$ cat config.mk
export PLATFORM = sky130hd
export DESIGN_NAME = opsb_ctrl
export DESIGN_NICKNAME = d
export VERILOG_FILES = /design/src/rtl/core/opsb_pkg.sv /design/src/rtl/core/opsb_ctrl.sv
export SDC_FILE = /design/constraint.sdc
export NUM_CORES = 1
export LEC_CHECK = 0
export BUFFER_PORTS_ARGS = -buffer_cell sky130_fd_sc_hd__buf_2
export CORE_AREA = 2 2 39 41
export DETAILED_ROUTE_END_ITERATION = 10
export DIE_AREA = 0 0 41 43
export SYNTH_ARGS = -nofsm -noshare
export SYNTH_HDL_FRONTEND = slang
export SYNTH_SLANG_ARGS = --single-unit
$ cat constraint.sdc
create_clock -name i_clk -period 2.72 [get_ports i_clk]
set_input_delay 0.408 -clock i_clk [delete_from_list [all_inputs] [get_ports i_clk]]
set_output_delay 0.408 -clock i_clk [all_outputs]
set_load 0.05 [all_outputs]
$ cat src/rtl/core/opsb_pkg.sv
// Shared types, constants and codes for the odd-only prime sieve bitmap unit.
`timescale 1ns / 1ps
package opsb_pkg;

    localparam int MAX_NUMBER_DEF = 65536;

    localparam int LIM_W   = 17;  // sieve limit register
    localparam int NUM_W   = 16;  // queried number
    localparam int STAT_W  = 2;   // result status
    localparam int WORD_W  = 32;  // bitmap word
    localparam int BSEL_W  = 5;   // bit select inside a bitmap word
    localparam int N_W     = 10;  // sieving prime candidate, n*n below 2^17
    localparam int SQ_W    = 18;  // n*n and the running multiple k
    localparam int POS_W   = 17;  // bit position (k+3)/2
    localparam int PWORD_W = POS_W - BSEL_W;  // word index taken from a bit position

    localparam logic [LIM_W-1:0] LIMIT_RESET = 17'h10000;

    localparam logic REQ_BUILD = 1'b0;
    localparam logic REQ_QUERY = 1'b1;

    localparam logic [STAT_W-1:0] ST_OK        = 2'd0;
    localparam logic [STAT_W-1:0] ST_RANGE     = 2'd1;
    localparam logic [STAT_W-1:0] ST_NOT_BUILT = 2'd2;

    localparam logic [N_W-1:0]    FIRST_N    = 10'd3;
    localparam logic [SQ_W-1:0]   FIRST_SQ   = 18'd9;
    localparam logic [NUM_W-1:0]  NUM_TWO    = 16'd2;
    // word 0 after clearing: bit position 2 holds the number 1, which is composite
    localparam logic [WORD_W-1:0] WORD0_INIT = 32'h0000_0004;

    typedef enum logic [3:0] {
        S_IDLE,
        S_QRES,
        S_CLEAR,
        S_NCHK,
        S_NTEST,
        S_MRD,
        S_MLOAD,
        S_MACC,
        S_BRES
    } t_state;

    typedef struct packed {
        logic q_start;    // latch query result fields, read the number's word
        logic b_start;    // start a build: reset clear pointer and n
        logic clr_step;   // write one cleared word, advance pointer
        logic n_rd;       // read the word holding n
        logic n_next;     // n += 2, n*n updated
        logic m_start;    // k = n*n, position of k
        logic m_rd;       // read the word holding the current position
        logic m_load;     // take read word into buffer, set bit, advance k
        logic m_acc;      // set bit in buffer, advance k
        logic m_flush;    // write buffer back
        logic set_ready;  // build finished
        logic out_load;   // move pending result into output register
    } t_cmd;

    typedef struct packed {
        logic req_query;  // offered word is a query
        logic clr_last;   // clear pointer at last bitmap word
        logic sq_done;    // n*n reached the limit
        logic n_marked;   // n is composite
        logic k_more;     // k still below the limit
        logic same_word;  // current position lies in the buffered word
        logic out_free;   // output register can take a word this cycle
    } t_stat;

endpackage

$ cat src/rtl/core/opsb_ctrl.sv
// Controller state machine: sequences queries, bitmap clear and the marking passes.
`timescale 1ns / 1ps
module opsb_ctrl import opsb_pkg::*; (
    input  logic  i_clk,
    input  logic  i_rst_n,
    input  logic  i_in_valid,
    output logic  o_in_stall,
    input  t_stat i_stat,
    output t_cmd  o_cmd
);

    t_state r_state;
    t_state n_state;

    always_ff @(posedge i_clk) begin
        if (!i_rst_n) begin
            r_state <= S_IDLE;
        end else begin
            r_state <= n_state;
        end
    end

    always_comb begin
        n_state    = r_state;
        o_cmd      = '0;
        o_in_stall = 1'b1;
        case (r_state)
            S_IDLE: begin
                o_in_stall = 1'b0;
                if (i_in_valid) begin
                    if (i_stat.req_query) begin
                        o_cmd.q_start = 1'b1;
                        n_state       = S_QRES;
                    end else begin
                        o_cmd.b_start = 1'b1;
                        n_state       = S_CLEAR;
                    end
                end
            end
            S_QRES: begin
                if (i_stat.out_free) begin
                    o_cmd.out_load = 1'b1;
                    n_state        = S_IDLE;
                end
            end
            S_CLEAR: begin
                o_cmd.clr_step = 1'b1;
                if (i_stat.clr_last) begin
                    n_state = S_NCHK;
                end
            end
            S_NCHK: begin
                if (i_stat.sq_done) begin
                    o_cmd.set_ready = 1'b1;
                    n_state         = S_BRES;
                end else begin
                    o_cmd.n_rd = 1'b1;
                    n_state    = S_NTEST;
                end
            end
            S_NTEST: begin
                if (i_stat.n_marked) begin
                    o_cmd.n_next = 1'b1;
                    n_state      = S_NCHK;
                end else begin
                    o_cmd.m_start = 1'b1;
                    n_state       = S_MRD;
                end
            end
            S_MRD: begin
                o_cmd.m_rd = 1'b1;
                n_state    = S_MLOAD;
            end
            S_MLOAD: begin
                o_cmd.m_load = 1'b1;
                n_state      = S_MACC;
            end
            S_MACC: begin
                if (i_stat.k_more && i_stat.same_word) begin
                    o_cmd.m_acc = 1'b1;
                end else begin
                    // write back and, if k is still below the limit, fetch the next word in the same cycle
                    o_cmd.m_flush = 1'b1;
                    if (i_stat.k_more) begin
                        o_cmd.m_rd = 1'b1;
                        n_state    = S_MLOAD;
                    end else begin
                        o_cmd.n_next = 1'b1;
                        n_state      = S_NCHK;
                    end
                end
            end
            S_BRES: begin
                if (i_stat.out_free) begin
                    o_cmd.out_load = 1'b1;
                    n_state        = S_IDLE;
                end
            end
            default: begin
                n_state = S_IDLE;
            end
        endcase
    end

endmodule

==> results of run 1 <==
## worst max-delay path, delay by kind of cell, from the launching register on
family	cells	cell delay, ps
buffers and inverters	2	420
DFF	1	670
and+or+nand+nor	2	420
## power groups by stage
stage | clock network, W | registers (W) | logic [W]
after detailed placement | 0 | 0.0000861 | 0.000126
after global routing | 0.0000800 | 0.0000875 | 0.000137
after floorplan | 0 | 0.0000679 | 0.000132
after global placement | 0 | 0.0000866 | 0.000126
final | 0.0000706 | 0.0000853 | 0.000126
after CTS | 0.0000751 | 0.0000852 | 0.000127
## kinds of logic (layout without fill, tap and decap cells)
family                    Yosys count  after routing
AOI/OAI and AO/OA                  10             10
xor gates and xnor gates            1              1
buffers and inverters              12             32
DFF                                 4              4
muxes                               3              3
and+or+nand+nor                    28             28
## final cells by class
type / instances / area [um2] / share of cell area
Multi-Input combinational cell: 42 / 294.0 / 0.5317
Sequential cell: 4 / 80.08 / 0.1448
Inverter: 7 / 26.28 / 0.04751
Tap cell: 16 / 20.02 / 0.03620
Clock buffer: 3 / 22.52 / 0.04072
Timing Repair Buffer: 22 / 110.1 / 0.1991
## layout by cell type, fill, tap and decap left out
cell type / count
nor3b_1: 1
o31ai_1: 1
and3_1: 4
and4_1: 1
mux2_2: 1
nor3_4: 1
o21ai_0: 2
nor4b_1: 1
inv_1: 7
mux2i_1: 2
a221oi_2: 1
dfxtp_1: 4
nand3b_1: 1
a31oi_1: 1
a2bb2oi_1: 1
nor2b_1: 1
a32oi_1: 1
nor2_1: 7
buf_2: 22
xor2_1: 1
nand2_1: 7
o311a_1: 1
clkbuf_4: 3
nor3_1: 1
a21oi_1: 1
nor4b_4: 1
nor4_1: 2
o2111ai_1: 1
## final timing paths
path	startpoint	to
max reg2reg	r_state[0]	r_state[0]
min reg2reg	r_state[0]	r_state[0]
min	i_rst_n	r_state[1]
max	r_state[0]	o_cmd[2]
## metal layers
layer / global-route usage / part of all wire / vias up
met5: 0 / 0 / -
met4: 0.02000 / 0 / 0
met3: 0.06283 / 0.057 / 0
met2: 0.2000 / 0.46 / 12
met1: 0.1968 / 0.48 / 224
li1: - / - / 248
## metrics by stage
step | setup WS [ps] | instances | util | total power, W | hold WS, ps
2_1_floorplan | 92.66 | 58 | - | 0.0001998 | 536.2
3_3_place_gp | 859.6 | 91 | 0.3834 | 0.0002126 | 694.4
3_5_place_dp | 836.7 | 91 | 0.3834 | 0.0002126 | 685.8
4_1_cts | 577.6 | 94 | 0.3996 | 0.0002872 | 445.2
5_1_grt | 460.8 | 94 | 0.3996 | 0.0003040 | 453.6
6_report | 576.1 | 94 | 0.3996 | 0.0002817 | 450.8
==> qor.yml, run 1 <==
outcome:
  outcome: "finished clean"
timing:
  final_critical_path_required_period_ps: 2144
  worst_clock_skew_ps: 2.663
  finalSetupTns_ps: 0
  timing.fmax_mhz: 466.4
  slew_at_the_pin_closest_to_its_max_slew_limit_ps: 566.3
  setup_viol: 0
  post-route-period-util: 0.7882
  grt_setup_unrepaired: "false"
  timing.final.max_slew_violations: 0
  final_hold_viol_count: 0
  worst_slew_margin_rel: 0.6220
logic_synthesis:
  synth.distinct_cells: 28
  synth_sequential_area_ratio: 0.1725
  synth_async_sr_flop_share: 0
  synth.area.top_cells: "dfxtp_1, clkbuf_8, inv_1, nand2_1, nor2_1"
  most_numerous_cell_types_in_the_synthesized_netlist: "inv_1, nand2_1, nor2_1"
  synthesis.instances: 58
  synth_simple_gate_area_share: 0.3747
  synth_top_area_share: 0.1725
  dominantRegCellSynth: "dfxtp_1"
  yosys_warnings: 0
  syn_avg_cell_area_um2: 8.003
  largest_family_of_logic_cells_by_synthesized_area: "simple AND/OR/NAND/NOR gates"
  synth.largest_area_cell: "dfxtp_1"
  synth_enable_flop_cells: 0
  share_of_cell_area_taken_by_muxes_after_synthesis: 0.06739
  post_synth_xor_area_fraction: 0.01887
  postSynthRegisterBits: 4
  arithmetic_cell_share_of_the_synthesized_area_counting_full_adders_half_adders_and_majority_gates: 0
  synth_area_um2: 464.2
  compound_cell_area_share_of_the_yosys_netlist: 0.1725
  syn_nets: 68
drt:
  drcViolationCount: 0
  route.vias.total: 484
  drt_iter0_markers: 3
  routed_wire_length_per_instance_um: 10.87
  detail_route.wirelength_um: 1022
  dr.pass1.iters: 2
  viasPerCell: 5.149
  antenna_left: 0
floorplan:
  initial_core_util: 0.3354
  core_area_um2: 1384
  fp.dieArea_um2: 1763
  io_pins: 23
  die_height_um: 43
  die_w_um: 41
  fp-row-count: 14
clock_network:
  post_cts_resized: 0
  holdBufCountCts: 0
  clock-root-buffer: "clkbuf_4"
  clock_path_buffers: 2
  inserted_clock_buffers: 3
  clkLatencyLatePin_ps: 230
  tritoncts: "built"
  cts_max_level: 1
  cts_post_setup_buffers_inserted: 0
  clk_pin_slew_worst_paths_ps: 40
  clock_sink_count: 4
pwr:
  intPower_w: 0.0001575
  power.share.clock: 0.251
  leakagePower_nw: 0.3089
  sequentialPowerShare: 0.303
  switchingPower_w: 0.0001241
  power.ir.vdd_worst_mv: 0.2738
  p_sw_frac: 0.4407
  combinational_share_of_power: 0.446
  power.density_nw_per_um2: 509.3
cells_and_area:
  number_of_flip_flops_under_the_largest_register_name: 4
  top_regs: "r_state: 4 flops"
  largest-register: "r_state"
  post_route_cells_drive_above_1_share: 0.3718
  fillers: 153
  post-route-cell-area_um2: 553.0
  area_growth_syn_to_layout_pct: 19.14
  design.final.nets: 90
  antenna_cells_inserted: 0
global_route:
  number_of_antenna_violations_at_the_first_check_in_global_routing: 0
  groute.usage.overall: 0.1407
  grt-ovfl-total: 0
  grt_pass1_wl_um: 1731
  largest_net_degree_at_the_start_of_global_routing: 16
  via_count_of_the_first_global_routing_pass: 417
critical_path:
  worst-r2r-cell-count: 4
  critical_path.startpoint_type: "register"
  timing.critical_path.slowest_cell_delay_ps: 670
  slowest_stage_cell_on_the_critical_path: "dfxtp_1"
  critical_path_required_ps: 2310
  worstSetupPathType: "reg2out"
  cp.arrival_ps: 1740
  setup.worst_path.end_class: "output port"
  path_max_fanout: 15
  reg2reg_setup_slack_ps: 1080
  timing.critical_path.cells: "nand3b_1 -> inv_1 -> and3_1 -> buf_2"
worst_hold_path:
  hold_path_depth: 2
  hold_class: "in2reg"
placement:
  numPortBuffers: 22
  postPlaceCellArea_um2: 530.5
  routabilityCongestion: 0.7770
  hpwlAfterDp_um: 794.8
job:
  drv.max_cap_violation_count: 0
Note: power is estimated with default switching activity, not from simulation.
==> run 2, diff against run 1 <==
- PLACE_DENSITY: unset -> 0.66
- clock period: 2.72 -> 1.92 ns (I/O delays scaled with it)
==> run 2 against run 1 <==
  * Highest routed layer is now met4
  * Combinational power is 58% higher
  * Sequential share of layout area shrank 0.40 points
  * Critical path depth decreased by 1
  * Worst hold slack lost 140 ps
  * Largest cell class unchanged
==> qor.yml, run 2 (same netlist as run 1, synthesis figures left out) <==
timing:
  worst_clock_skew_ps: 4.783
  timing.final.max_slew_violations: 0
  slew_at_the_pin_closest_to_its_max_slew_limit_ps: 312.2
  finalSetupTns_ps: 0
  final_critical_path_required_period_ps: 1770
  grt_setup_unrepaired: "false"
  setup_viol: 0
  worst_slew_margin_rel: 0.7916
  post-route-period-util: 0.9220
  final_hold_viol_count: 0
  timing.fmax_mhz: 564.9
global_route:
  groute.usage.overall: 0.1456
  grt-ovfl-total: 0
  grt_pass1_wl_um: 1718
  via_count_of_the_first_global_routing_pass: 425
  number_of_antenna_violations_at_the_first_check_in_global_routing: 0
  largest_net_degree_at_the_start_of_global_routing: 12
critical_path:
  cp.arrival_ps: 1480
  critical_path_required_ps: 1630
  reg2reg_setup_slack_ps: 570
  worstSetupPathType: "reg2out"
  critical_path.startpoint_type: "register"
  startpoint_of_the_worst_slack_reg_to_reg_timing_path: "r_state[3]"
  path_max_fanout: 9
  worst-r2r-cell-count: 3
  crit-reg2reg-capture: "r_state[0]"
  setup.worst_path.end_class: "output port"
clock_network:
  inserted_clock_buffers: 3
  clkLatencyLatePin_ps: 250
  clock_path_buffers: 2
  tritoncts: "built"
  cts_max_level: 1
  clock-root-buffer: "clkbuf_4"
  clock_sink_count: 4
  holdBufCountCts: 0
  clk_pin_slew_worst_paths_ps: 40
  cts_post_setup_buffers_inserted: 0
drt:
  antenna_left: 0
  drcViolationCount: 0
  route.vias.total: 489
  detail_route.wirelength_um: 1090
  drt_iter0_markers: 8
  routed_wire_length_per_instance_um: 11.35
  dr.pass1.iters: 4
  viasPerCell: 5.094
floorplan:
  fp.dieArea_um2: 1763
  io_pins: 23
  fp-row-count: 14
  die_height_um: 43
  core_area_um2: 1384
  initial_core_util: 0.3354
  die_w_um: 41
pwr:
  power.ir.vdd_worst_mv: 0.2912
  power.density_nw_per_um2: 721.1
  leakagePower_nw: 0.3258
cells_and_area:
  largest-register: "r_state"
  finish.utilization: 0.4304
  layout_commonest_cell: "buf_2"
  design.final.nets: 92
  number_of_flip_flops_under_the_largest_register_name: 4
  area_growth_syn_to_layout_pct: 28.30
  most-common-layout-cells: "buf_2, inv_1, nand2_1, nor2_1, and3_1"
  post_route_cells_drive_above_1_share: 0.4750
  top_regs: "r_state: 4 flops"
  antenna_cells_inserted: 0
  fillers: 149
worst_hold_path:
  hold_class: "in2reg"
  min_to: "r_state[1]"
  hold_path.startpoint: "i_rst_n"
  hold_path_depth: 2
outcome:
  outcome: "finished clean"
placement:
  hpwlAfterDp_um: 845.8
  numPortBuffers: 22
  routabilityCongestion: 0.8254
job:
  drv.max_cap_violation_count: 0
[run 2: timing repair]
item,in CTS,in global routing
resized for setup,0,4
endpoints found under the setup margin,0,6
endpoints found under the hold margin,0,0
[run 2: worst max path at each step]
stage / startpoint / to / slack [ps] / cells after the start
detailed placement: r_state[3] / o_cmd[11] / 310 / 3
CTS: r_state[3] / o_cmd[11] / 40 / 3
floorplan: r_state[0] / o_cmd[10] / 60 / 5
global route: r_state[2] / o_cmd[3] / 50 / 3
finish: r_state[2] / o_cmd[9] / 150 / 3
global placement: r_state[0] / o_cmd[7] / 310 / 5
[run 2: layer usage]
layer,vias up,wire (um),track usage
li1,250,-,-
met1,220,494,0.1801
met2,16,506,0.2125
met3,3,67,0.03141
met4,0,21,0.1000
met5,-,0,0
[run 2: critical path, cell delays in order (launching register included)]
cell and delay, ps:
dfxtp_1 390, buf_4 200, nor4b_4 320, buf_2 320
[run 2: where the power goes]
part,switching [W],internal [W]
clock network,0.0000439,0.0000705
logic,0.000129,0.0000702
registers,0.0000225,0.0000931
[run 2: metrics by stage]
| step | cells | setup slack [ps] | power, W | instance area, um2 | hold WS (ps) |
|---|---|---|---|---|---|
| after floorplan | 58 | 62.37 | 0.0002861 | 481.7 | 416.2 |
| after global placement | 93 | 308.4 | 0.0003111 | 563.0 | 581.6 |
| after detailed placement | 93 | 305.3 | 0.0003115 | 563.0 | 576.6 |
| after CTS | 96 | 36.42 | 0.0004249 | 585.6 | 321.2 |
| after global routing | 96 | 50.65 | 0.0004605 | 595.6 | 317.2 |
| final | 96 | 149.8 | 0.0004295 | 595.6 | 308.8 |
[run 2: area by class of cell]
cell class                 count  area (um2)  share of cell area
multi-input combinational     42       317.8              0.5336
inverter                       7       26.28             0.04412
timing repair buffer          24       125.1              0.2101
tap                           16       20.02             0.03361
sequential                     4       83.83              0.1408
clock buffer                   3       22.52             0.03782
==> run 3, diff against run 2 <==
--- a/config.mk
+++ b/config.mk
@@ -9,2 +9,3 @@
 export CORE_AREA = 2 2 39 41
+export CTS_CLUSTER_DIAMETER = 150
 export DETAILED_ROUTE_END_ITERATION = 10
--- a/constraint.sdc
+++ b/constraint.sdc
@@ -3,2 +3,2 @@
 set_output_delay 0.288 -clock i_clk [all_outputs]
-set_load 0.05 [all_outputs]
+set_load 0.1 [all_outputs]
==> run 3 against run 2 <==
  * Via count up 9.4%
  * Largest power group unchanged
  * First-iteration DRC count up 75%
  * Largest cell class unchanged
  * Clock skew up 0.85 ps
  * Cell count up 1.0%
==> qor.yml, run 3 (same netlist as run 1, synthesis figures left out) <==
outcome:
  outcome: "finished clean"
clock_network:
  clock_path_buffers: 2
  tritoncts: "built"
  cts_post_setup_buffers_inserted: 0
  clkLatencyLatePin_ps: 240
  inserted_clock_buffers: 3
  holdBufCountCts: 0
  clock-root-buffer: "clkbuf_4"
  cts_max_level: 1
  clk_pin_slew_worst_paths_ps: 40
  post_cts_resized: 1
  clock_sink_count: 4
cells_and_area:
  layout_commonest_cell: "buf_12"
  post_route_cells_drive_above_1_share: 0.5062
  area_growth_syn_to_layout_pct: 78.17
  post-route-cell-area_um2: 827.0
  fillers: 118
  design.final.nets: 93
  antenna_cells_inserted: 0
  top_regs: "r_state: 4 flops"
  most-common-layout-cells: "buf_12, buf_2, inv_1, nand2_1, nor2_1"
  finish.utilization: 0.5976
  number_of_flip_flops_under_the_largest_register_name: 4
  largest-register: "r_state"
critical_path:
  worstSetupPathType: "reg2out"
  critical_path_required_ps: 1630
  path_max_fanout: 6
  worst-r2r-cell-count: 3
  startpoint_of_the_worst_slack_reg_to_reg_timing_path: "r_state[3]"
  critical_path.startpoint_type: "register"
  setup.worst_path.end_class: "output port"
  reg2reg_setup_slack_ps: 560
  cp.arrival_ps: 1500
  crit-reg2reg-capture: "r_state[0]"
floorplan:
  io_pins: 23
  die_height_um: 43
  die_w_um: 41
  initial_core_util: 0.3354
  fp-row-count: 14
  fp.dieArea_um2: 1763
  core_area_um2: 1384
global_route:
  global_route.peak_usage_layer: "met2"
  largest_net_degree_at_the_start_of_global_routing: 13
  grt-ovfl-total: 0
  grt_pass1_wl_um: 2049
  via_count_of_the_first_global_routing_pass: 491
  grtUsageMet2: 0.2656
  number_of_antenna_violations_at_the_first_check_in_global_routing: 0
  groute.usage.overall: 0.1640
  globalRouteMet1Util: 0.2071
  groute.layer.met3.usage: 0.02618
pwr:
  power.density_nw_per_um2: 690.5
  power.share.clock: 0.182
  switchingPower_w: 0.0002761
  combinational_share_of_power: 0.616
  power.ir.vdd_worst_mv: 0.2673
  leakagePower_nw: 0.3659
  sequentialPowerShare: 0.202
  intPower_w: 0.0002949
  p_sw_frac: 0.4836
drt:
  drcViolationCount: 0
  drt_iter0_markers: 14
  viasPerCell: 5.515
  routed_wire_length_per_instance_um: 12.56
  route.vias.total: 535
  detail_route.wirelength_um: 1218
  antenna_left: 0
  dr.pass1.iters: 4
worst_hold_path:
  hold_path.startpoint: "i_rst_n"
  hold_path_depth: 2
  min_to: "r_state[1]"
  hold_class: "in2reg"
placement:
  routabilityCongestion: 0.8811
  numPortBuffers: 22
  hpwlAfterDp_um: 1005
  postPlaceCellArea_um2: 802.0
timing:
  setup_viol: 0
  final_hold_viol_count: 0
  grt_setup_unrepaired: "false"
  timing.fmax_mhz: 560.5
  slew_at_the_pin_closest_to_its_max_slew_limit_ps: 399.9
  worst_slew_margin_rel: 0.7310
  final_critical_path_required_period_ps: 1784
  post-route-period-util: 0.9293
  timing.final.max_slew_violations: 0
  worst_clock_skew_ps: 5.635
job:
  drv.max_cap_violation_count: 0
## run 3: stage by stage
stage	instances	setup slack [ps]	hold slack, ps	power [W]	setup TNS [ps]
2_1_floorplan	58	-109.2	416.0	0.0003659	-135.8
3_3_place_gp	94	283.9	570.7	0.0004626	0
3_5_place_dp	94	242.5	572.8	0.0004677	0
4_1_cts	97	64.13	313.8	0.0005768	0
5_1_grt	97	25.79	325.6	0.0005992	0
6_report	97	135.8	319.5	0.0005710	0
## run 3: worst max path at each step
stage               start  cells after the start  slack (ps)          to
3_5_place_dp   r_state[1]                      4         240    o_cmd[1]
4_1_cts        r_state[0]                      5          60    o_cmd[7]
6_report       r_state[3]                      4         140   o_cmd[10]
3_3_place_gp   r_state[1]                      4         280    o_cmd[1]
5_1_grt        r_state[3]                      4          30   o_cmd[10]
2_1_floorplan  r_state[0]                      4        -110  r_state[0]
## run 3: power groups by stage
stage | clock (W) | sequential (W) | combinational, W
after floorplan | 0 | 0.0000962 | 0.000270
after global placement | 0 | 0.000114 | 0.000349
after detailed placement | 0 | 0.000115 | 0.000353
after CTS | 0.000109 | 0.000114 | 0.000354
after global routing | 0.000114 | 0.000117 | 0.000368
final | 0.000104 | 0.000116 | 0.000352
## run 3: layer usage
| metal | wire, um | up-vias |
|---|---|---|
| met5 | 0 | - |
| met4 | 19 | 0 |
| met3 | 48 | 2 |
| met2 | 657 | 17 |
| met1 | 493 | 259 |
| li1 | - | 257 |
## run 3: worst max-delay path: stages, from the launching register on
cell	delay, ps
dfxtp_1	370
nor4_1	430
nand2_1	160
nor2_4	120
buf_12	180
## run 3: area by class of cell
cell class / count / area, um2 / share of cell area
multi-input cells: 42 / 346.6 / 0.4191
flip-flops and latches: 4 / 83.83 / 0.1014
clock buffers: 3 / 22.52 / 0.02723
inverters: 7 / 26.28 / 0.03177
repair buffers: 25 / 327.8 / 0.3964
well taps: 16 / 20.02 / 0.02421
